<file path="src/design/assert_macros.svh">
// Assertion macros of the word CPU core, used by its top level.
`ifndef ASSERT_MACROS_SVH
`define ASSERT_MACROS_SVH
`ifndef SYNTHESIS
`define WCPU_ASSERT(lbl, clk, rstn, prop, msg) \
	lbl: assert property (@(posedge clk) disable iff (!rstn) (prop)) else $error(msg);
`define WCPU_ASSERT_NEXT(lbl, clk, rstn, ante, cons, msg) \
	lbl: assert property (@(posedge clk) disable iff (!rstn) (ante) |=> (cons)) else $error(msg);
`else
`define WCPU_ASSERT(lbl, clk, rstn, prop, msg)
`define WCPU_ASSERT_NEXT(lbl, clk, rstn, ante, cons, msg)
`endif
`endif

</file>
<file path="src/design/wcpu_pkg.sv">
// Package of the word CPU core: codes, operand kinds and controller/datapath structs.
package wcpu_pkg;
	localparam int MEM_WORDS_DEF = 65536;

	localparam logic [1:0] CMD_WRITE = 2'd0;
	localparam logic [1:0] CMD_READ  = 2'd1;
	localparam logic [1:0] CMD_STEP  = 2'd2;
	localparam logic [1:0] CMD_REGRD = 2'd3;

	localparam logic [3:0] OP_NB  = 4'h0;
	localparam logic [3:0] OP_SET = 4'h1;
	localparam logic [3:0] OP_ADD = 4'h2;
	localparam logic [3:0] OP_SUB = 4'h3;
	localparam logic [3:0] OP_MUL = 4'h4;
	localparam logic [3:0] OP_DIV = 4'h5;
	localparam logic [3:0] OP_MOD = 4'h6;
	localparam logic [3:0] OP_SHL = 4'h7;
	localparam logic [3:0] OP_SHR = 4'h8;
	localparam logic [3:0] OP_AND = 4'h9;
	localparam logic [3:0] OP_BOR = 4'hA;
	localparam logic [3:0] OP_XOR = 4'hB;
	localparam logic [3:0] OP_IFE = 4'hC;
	localparam logic [3:0] OP_IFN = 4'hD;
	localparam logic [3:0] OP_IFG = 4'hE;
	localparam logic [3:0] OP_IFB = 4'hF;

	localparam logic [5:0] NB_JSR = 6'h01;

	localparam logic [3:0] SEL_SP = 4'd8;
	localparam logic [3:0] SEL_PC = 4'd9;
	localparam logic [3:0] SEL_O  = 4'd10;

	typedef enum logic [2:0] {
		LOC_REG, LOC_SP, LOC_PC, LOC_O, LOC_MEM, LOC_LIT
	} loc_kind_t;

	typedef enum logic [2:0] {
		MEM_NONE, MEM_RD_PC, MEM_RD_LOC, MEM_RD_CMD, MEM_WR_CMD, MEM_WR_RES, MEM_WR_JSR
	} mem_op_t;

	typedef struct packed {
		logic     latch_in;
		mem_op_t  mem_op;
		logic     pc_inc;
		logic     cap_instr;
		logic     cap_nw;
		logic     dec_loc;
		logic     cap_val;
		logic     val_mem;
		logic     sel_b;
		logic     exec;
		logic     div_fin;
		logic     wb;
		logic     skip_pc;
		logic     jsr_sp;
		logic     jsr_pc;
		logic     cap_rd_mem;
		logic     cap_rd_reg;
		logic     set_rsv;
		logic     load_out;
	} ctrl_cmd_t;

	typedef struct packed {
		logic [1:0] cmd;
		logic       reserved;
		logic       is_basic;
		logic       needs_nw;
		logic       cur_is_mem;
		logic       is_jsr;
		logic       is_divmod;
		logic       test_fail;
		logic       div_busy;
	} dp_status_t;

	function automatic logic needs_next_word(input logic [5:0] code);
		return (code[5:3] == 3'b010) || (code == 6'h1E) || (code == 6'h1F);
	endfunction
endpackage

</file>
<file path="src/design/wcpu_ctrl.sv">
// Controller state machine of the word CPU core.
module wcpu_ctrl import wcpu_pkg::*; (
	input  logic       clk,
	input  logic       arst_n,
	input  logic       in_valid,
	output logic       in_ready,
	output logic       out_valid,
	input  logic       out_ready,
	input  dp_status_t st,
	output ctrl_cmd_t  cmd
);
	typedef enum logic [4:0] {
		ST_IDLE, ST_DISP, ST_MEMWR, ST_MEMRD, ST_MEMRD_W, ST_REGRD, ST_FETCH, ST_FETCH_W,
		ST_DEC, ST_NW_W, ST_LOC, ST_RD, ST_RD_W, ST_EXEC, ST_DIV, ST_WB,
		ST_SKIP, ST_SKIP_W, ST_JSR, ST_JSR_W, ST_DONE
	} state_t;

	state_t state_q;
	logic   sel_b_q, out_valid_q;
	logic   accept, more_b;

	assign in_ready  = (state_q == ST_IDLE) && !out_valid_q;
	assign out_valid = out_valid_q;
	assign accept    = in_valid && in_ready;
	assign more_b    = !sel_b_q && st.is_basic;

	always_comb begin
		cmd          = '0;
		cmd.mem_op   = MEM_NONE;
		cmd.sel_b    = sel_b_q;
		cmd.latch_in = accept;
		case (state_q)
			ST_MEMWR:   cmd.mem_op = MEM_WR_CMD;
			ST_MEMRD:   cmd.mem_op = MEM_RD_CMD;
			ST_MEMRD_W: cmd.cap_rd_mem = 1'b1;
			ST_REGRD:   cmd.cap_rd_reg = 1'b1;
			ST_FETCH: begin cmd.mem_op = MEM_RD_PC; cmd.pc_inc = 1'b1; end
			ST_FETCH_W: cmd.cap_instr = 1'b1;
			ST_DEC: begin
				if (st.reserved) begin
					cmd.set_rsv = 1'b1;
				end else if (st.needs_nw) begin
					cmd.mem_op = MEM_RD_PC;
					cmd.pc_inc = 1'b1;
				end
			end
			ST_NW_W:    cmd.cap_nw = 1'b1;
			ST_LOC:     cmd.dec_loc = 1'b1;
			ST_RD: begin
				if (st.cur_is_mem) cmd.mem_op = MEM_RD_LOC;
				else cmd.cap_val = 1'b1;
			end
			ST_RD_W: begin cmd.cap_val = 1'b1; cmd.val_mem = 1'b1; end
			ST_EXEC:    cmd.exec = !st.is_jsr;
			ST_DIV:     cmd.div_fin = !st.div_busy;
			ST_WB: begin cmd.wb = 1'b1; cmd.mem_op = MEM_WR_RES; end
			ST_SKIP:    cmd.mem_op = MEM_RD_PC;
			ST_SKIP_W:  cmd.skip_pc = 1'b1;
			ST_JSR:     cmd.jsr_sp = 1'b1;
			ST_JSR_W: begin cmd.mem_op = MEM_WR_JSR; cmd.jsr_pc = 1'b1; end
			ST_DONE:    cmd.load_out = 1'b1;
			default: ;
		endcase
	end

	always_ff @(posedge clk or negedge arst_n) begin
		if (!arst_n) begin
			state_q     <= ST_IDLE;
			sel_b_q     <= 1'b0;
			out_valid_q <= 1'b0;
		end else begin
			if (out_valid_q && out_ready) out_valid_q <= 1'b0;
			case (state_q)
				ST_IDLE: begin
					sel_b_q <= 1'b0;
					if (accept) state_q <= ST_DISP;
				end
				// The command is in its register from here on.
				ST_DISP: begin
					case (st.cmd)
						CMD_WRITE: state_q <= ST_MEMWR;
						CMD_READ:  state_q <= ST_MEMRD;
						CMD_STEP:  state_q <= ST_FETCH;
						default:   state_q <= ST_REGRD;
					endcase
				end
				ST_MEMWR:   state_q <= ST_DONE;
				ST_MEMRD:   state_q <= ST_MEMRD_W;
				ST_MEMRD_W: state_q <= ST_DONE;
				ST_REGRD:   state_q <= ST_DONE;
				ST_FETCH:   state_q <= ST_FETCH_W;
				ST_FETCH_W: state_q <= ST_DEC;
				ST_DEC: begin
					if (st.reserved) state_q <= ST_DONE;
					else if (st.needs_nw) state_q <= ST_NW_W;
					else state_q <= ST_LOC;
				end
				ST_NW_W:    state_q <= ST_LOC;
				ST_LOC: begin
					if (more_b) begin
						sel_b_q <= 1'b1;
						state_q <= ST_DEC;
					end else begin
						sel_b_q <= 1'b0;
						state_q <= ST_RD;
					end
				end
				ST_RD, ST_RD_W: begin
					if (state_q == ST_RD && st.cur_is_mem) begin
						state_q <= ST_RD_W;
					end else if (more_b) begin
						sel_b_q <= 1'b1;
						state_q <= ST_RD;
					end else begin
						sel_b_q <= 1'b0;
						state_q <= ST_EXEC;
					end
				end
				ST_EXEC: begin
					if (st.is_jsr) state_q <= ST_JSR;
					else if (st.is_divmod) state_q <= ST_DIV;
					else state_q <= ST_WB;
				end
				ST_DIV:     if (!st.div_busy) state_q <= ST_WB;
				ST_WB:      state_q <= st.test_fail ? ST_SKIP : ST_DONE;
				ST_SKIP:    state_q <= ST_SKIP_W;
				ST_SKIP_W:  state_q <= ST_DONE;
				ST_JSR:     state_q <= ST_JSR_W;
				ST_JSR_W:   state_q <= ST_DONE;
				ST_DONE: begin
					out_valid_q <= 1'b1;
					state_q     <= ST_IDLE;
				end
				default:    state_q <= ST_IDLE;
			endcase
		end
	end
endmodule

</file>
<file path="config.mk">
export PLATFORM = sky130hd
export DESIGN_NAME = wcpu_ctrl
export DESIGN_NICKNAME = d
export VERILOG_FILES = /design/src/design/assert_macros.svh /design/src/design/wcpu_pkg.sv /design/src/design/wcpu_ctrl.sv
export SDC_FILE = /design/constraint.sdc
export NUM_CORES = 1
export LEC_CHECK = 0
export ABC_AREA = 1
export BUFFER_PORTS_ARGS = -buffer_cell sky130_fd_sc_hd__buf_4
export CORE_MARGIN = 10
export CORE_UTILIZATION = 48
export CTS_CLUSTER_DIAMETER = 40
export DETAILED_ROUTE_END_ITERATION = 6
export PLACE_DENSITY = 0.8
export SLEW_MARGIN = 40
export SYNTH_ARGS = -nofsm -noshare
export SYNTH_HDL_FRONTEND = slang
export SYNTH_SLANG_ARGS = --single-unit
</file>
<file path="constraint.sdc">
create_clock -name clk -period 2.6 [get_ports clk]
set_input_delay 0.26 -clock clk [delete_from_list [all_inputs] [get_ports clk]]
set_output_delay 0.26 -clock clk [all_outputs]
set_load 0.05 [all_outputs]
</file>
* Yosys cells after proc, flatten, opt, wreduce, memory -nomap -nowiden
Cells that the tools add are included.
Word-level totals: register bits after elaboration 7, logic and storage cells 85
Operators by class: muxes and demuxes 39, reduce and logical (&&, ||, !) cells 18, equal/unequal tests 25
Operator list (count):
- $pmux W5 S15 | 1
- $eq A5 B4 Y1 const B | 8
- $eq A5 B5 Y1 const B | 5
- $mux W1 | 21
- $pmux W3 S7 | 1
- $eq A5 B3 Y1 const B | 4
- $mux W5 | 4
- $eq A5 B2 Y1 const B | 2
- $mux W3 | 3
- $pmux W3 S3 | 1
- $mux W2 | 4
- $ne A2 B2 Y1 const B | 3
- $eq A5 B1 Y1 const B | 1
- $logic_and A1 B1 Y1 | 5
- $logic_not A5 Y1 | 1
- $reduce_or A5 Y1 | 1
- $logic_not A1 Y1 | 4
- $mux W4 | 1
- $pmux W1 S2 | 2
- $reduce_and A2 Y1 | 2
- $reduce_or A2 Y1 | 2
- $pmux W1 S3 | 1
- $reduce_bool A3 Y1 | 1
- $eq A2 B1 Y1 const B | 1
- other kinds (3) | 3

* Logic depth before layout (Yosys ltp)
depth after elaboration 5, depth in mapped cells 10, gate-level depth less buffers 10

* Least setup slack after synthesis
Ideal clock, no wire load.
path kind reg-to-reg, start reg state_q[0], end reg out_valid_q, in the netlist out_valid, path buffers 0, period minus slack after synthesis 2.131 ns, data arrival time 2.053 ns, data required time 2.522 ns, cell stages (with the launch flop) 5, setup time 0.078 ns, setup slack 0.469 ns, cell sequence dfrtp_1 nor2_2 inv_1 nor3_1 o21bai_1
Between the ends: cells in the longest elaborated chain, start to end 2, elaborated cells on any way between the ends 3
Ends and longest elaborated chain:
- from (decl) | RTL line wcpu_ctrl.sv:18 | state_t state_q;
- from (signal assigned) | RTL line wcpu_ctrl.sv:68 | state_q <= ST_IDLE;
- from (signal assigned) | RTL line wcpu_ctrl.sv:76 | if (accept) state_q <= ST_DISP;
- from (signal assigned) | RTL line wcpu_ctrl.sv:81 | CMD_WRITE: state_q <= ST_MEMWR;
- $eq A5 B5 Y1 (*) | RTL line wcpu_ctrl.sv:73 | case (state_q)
- $mux W1 or $reduce_bool A2 Y1 (tied branches)
- to (signal assigned) | RTL line wcpu_ctrl.sv:70 | out_valid_q <= 1'b0;
- to (signal assigned) | RTL line wcpu_ctrl.sv:72 | if (out_valid_q && out_ready) out_valid_q <= 1'b0;
- to (signal assigned) | RTL line wcpu_ctrl.sv:131 | out_valid_q <= 1'b1;
- to (decl) | RTL line wcpu_ctrl.sv:19 | logic sel_b_q, out_valid_q;
Mark *: on every way between the ends. The rest lies on a longest branch, timed or not. A chain may end at the register's enable or synchronous reset.

==> results.sh <==
export IMPL_timing_rr_end="sel_b_q"
export IMPL_final_period_minus_worst_setup_slack_ns=1.994
export IMPL_post_route_drc_count=0
export IMPL_drt_first_pass_iters=4
export IMPL_post_synth_num_cell_types=21
export IMPL_p_int_w=0.0004245
export IMPL_antenna_violations_before_repair=0
export IMPL_finalMaxSlewViolations=0
export IMPL_total_power_w=0.001054
export IMPL_gp_congestion=0.9768
export IMPL_synth_warning_count=0
export IMPL_power_density_mw_per_mm2=987.6
export IMPL_hold_worst_slack_ns=0.1844
export IMPL_top_area_cells_in_the_synthesized_netlist="sky130_fd_sc_hd__dfrtp_1 (23%), sky130_fd_sc_hd__nand2_1 (17%), sky130_fd_sc_hd__inv_1 (12%)"
export IMPL_power_ir_vdd_worst_uv=925.8
export IMPL_tritoncts="done"
export IMPL_fp_row_count=14
export IMPL_clockRootBuffer="sky130_fd_sc_hd__clkbuf_4"
export IMPL_synth_compound_gate_area_share_pct=6.291
export IMPL_yosysTopAreaCell="sky130_fd_sc_hd__dfrtp_1"
export IMPL_clkLatencyLatePin_ns=0.26
export IMPL_setup_tns_final_ns=0
export IMPL_setup_violations_final=0
export IMPL_power_share_clock_pct=9.8
export IMPL_holdCritStartpoint="out_ready"
export IMPL_report_final_hold_viol_count=0
export IMPL_slew_headroom_pct=76.84
export IMPL_synth_nets=148
export IMPL_combinational_family_with_the_most_area_after_synthesis="simple AND/OR/NAND/NOR gates"
export IMPL_maxCapViolations=0
export IMPL_worst_path_buf_inv=2
export IMPL_crit_path_frequent_cell="sky130_fd_sc_hd__nand2_1"
export IMPL_mostFrequentLayoutCell="sky130_fd_sc_hd__buf_4"
export IMPL_synthMuxAreaShare_pct=0
export IMPL_hold_end="out_valid"
export IMPL_regToRegStartpoint="state_q[4]"
export IMPL_global_route_overflow=0
export IMPL_run_status="finished, final reports clean"
export IMPL_crit_path_max_fanout=9
export IMPL_synthXorXnorAreaFrac_pct=0
export IMPL_design_final_nets=188
export IMPL_floorplan_core_area_sq_mm=0.001506
export IMPL_die_width_um=59.68
export IMPL_first_iter_violations=54
export IMPL_min_delay_path_depth=2
export IMPL_max_freq_ghz=0.5014
export IMPL_synth_top_area_share_pct=23.18
export IMPL_dp_worst_setup_slack_ns=0.8996
export IMPL_cp_cell_sequence="inv_2 -> nand2_1 -> nor2_2 -> nand2_1 -> nor2_1 -> or3_1 -> buf_4"
export IMPL_post_synth_cell_area_avg_sq_um=5.640
export IMPL_worst_pin_slew_ns=0.3447
export IMPL_drive_gt1_share_pct=28.90
export IMPL_seq_power_share_pct=20.1
export IMPL_numCtsBuffers=3
export IMPL_power_switching_fraction_pct=59.73
export IMPL_detailroute_via_count=979
export IMPL_timing_reg2reg_worst_path_depth=10
export IMPL_place_detailed_hpwl_mm=2.265
export IMPL_netSwitchingPower_w=0.0006295
export IMPL_die_height_um=59.68
export IMPL_leakagePower_nw=0.6999
export IMPL_viasPerCell=5.180
export IMPL_clk_path_buf_depth=2
export IMPL_synth_seq_area_share_pct=23.18
export IMPL_layout_setup_ws_ns=0.6056
export IMPL_ant_nets=0
export IMPL_critical_path_depth=7
export IMPL_floorplan_die_area_sq_mm=0.003562
export IMPL_ys_ff_latch=7
export IMPL_timing_critical_path_slowest_stage_cell="sky130_fd_sc_hd__dfrtp_1"
export IMPL_post_drt_wl_per_cell_um=14.14
export IMPL_commonest_cells_after_routing_fill_and_taps_aside="sky130_fd_sc_hd__buf_4 (36), sky130_fd_sc_hd__nand2_1 (35), sky130_fd_sc_hd__inv_1 (24)"
export IMPL_gate_count_after_technology_mapping=134
export IMPL_fin_crit_sh_pct=76.71
export IMPL_clkSinkCount=7
export IMPL_cts_reportedPaths_clkPinSlew_ns=0.06
export IMPL_initial_core_utilization_pct=50.17
export IMPL_grt_pass1_wl_mm=4.409
export IMPL_syn2layout_area_growth_pct=41.22
export IMPL_grt_max_degree=10
export IMPL_cp_data_required_time_ns=2.34
export IMPL_combPwrFrac_pct=70.1
export IMPL_post_synth_and_or_nand_nor_area_fraction_pct=55.63
export IMPL_layout_cell_area_non_filler_sq_mm=0.001067
export IMPL_insertedDiodeCount=0
export IMPL_port_buffers=36
export IMPL_yosys_area_share_adder_pct=0
export IMPL_worstSetupStartpointType="flop"
export IMPL_mappedNetlistArea_sq_um=755.7
export IMPL_wirelength_mm=2.673
export IMPL_r2r_slack_ns=1.13
export IMPL_post_route_clock_skew_ns=0.005481
export IMPL_htreeDepth=1
export IMPL_first_global_vias=999
export IMPL_top_level_ports=37
export IMPL_worstPathArrival_ns=1.73
export IMPL_globalRouteTotalUtil_pct=15.62
export IMPL_critical_path_top_delay_family="simple AND/OR/NAND/NOR gates"
export IMPL_placed_area_sq_mm=0.001031
export IMPL_hold_class="input port to flop"
export IMPL_worst_setup_path_end_kind="output pin"
export IMPL_grt_setup_unrepaired="no"
export IMPL_cp_slowest_stage_delay_ns=0.45
export IMPL_path_class="flop to output pin"
-- registers in the layout, indices dropped and copies added (netlist names) --
register and flops:
sel_b_q 1, out_valid 1, state_q 5
-- worst max path at each step --
stage	start	to	slack, ns
final	state_q[4]	cmd[17]	0.61
after CTS	state_q[4]	cmd[17]	0.62
after floorplan	state_q[0]	out_valid	0.47
after global placement	state_q[4]	cmd[17]	0.91
after global routing	state_q[3]	cmd[20]	0.47
after detailed placement	state_q[4]	cmd[17]	0.90
-- timing repair --
item | 4_1_cts | 5_1_grt
hold buffers | 1 | 0
hold endpoints to repair | 7 | 0
resized for setup | 0 | 0
endpoints found under the setup margin | 0 | 0
buffers inserted | 0 | 0
-- cells in the mapped netlist --
library cell               count
sky130_fd_sc_hd__nand2_1      35
sky130_fd_sc_hd__inv_1        24
sky130_fd_sc_hd__nor2_1       22
sky130_fd_sc_hd__nand3_1      14
sky130_fd_sc_hd__dfrtp_1       7
sky130_fd_sc_hd__nor3_1        6
sky130_fd_sc_hd__a21oi_1       3
sky130_fd_sc_hd__nand2_2       3
sky130_fd_sc_hd__nor2_2        3
sky130_fd_sc_hd__buf_4         2
sky130_fd_sc_hd__inv_2         2
sky130_fd_sc_hd__nand3b_1      2
sky130_fd_sc_hd__nand4_1       2
sky130_fd_sc_hd__o211ai_1      2
sky130_fd_sc_hd__nand2_4       1
sky130_fd_sc_hd__nand3_2       1
sky130_fd_sc_hd__nor3b_1       1
sky130_fd_sc_hd__o211a_1       1
sky130_fd_sc_hd__o21bai_1      1
sky130_fd_sc_hd__or2_2         1
sky130_fd_sc_hd__or3_1         1
-- stage by stage --
step / instances / util (%)
2_1_floorplan: 134 / -
3_3_place_gp: 184 / 68.44
3_5_place_dp: 184 / 68.44
4_1_cts: 189 / 70.85
5_1_grt: 189 / 70.85
6_report: 189 / 70.85
-- routing by layer --
| metal | vias to the layer above | GRT usage [%] | wire length (um) |
|---|---|---|---|
| li1 | 501 | - | - |
| met1 | 420 | 17.98 | 1071 |
| met2 | 50 | 24.85 | 1253 |
| met3 | 8 | 4.661 | 271 |
| met4 | 0 | 8.974 | 76 |
| met5 | - | 0 | 0 |
-- area by class of cell --
class,count,area (sq um)
Timing Repair Buffer,37,280.3
Fill cell,144,439.2
Sequential cell,7,175.2
Inverter,26,97.59
Tap cell,16,20.02
Clock buffer,4,26.28
Multi-Input combinational cell,99,467.9
-- logic make-up after synthesis --
group           Yosys count
compound gates            7
buf+inv                  28
flops                     7
simple gates             92
-- power groups by stage --
stage,Combinational [W],Clock [W],Sequential (W)
floorplan,0.000517,0,0.000223
global route,0.000800,0.000112,0.000219
CTS,0.000738,0.000104,0.000209
finish,0.000738,0.000104,0.000212
global placement,0.000723,0,0.000207
detailed placement,0.000734,0,0.000211
Power figures use the tool's default switching activity.
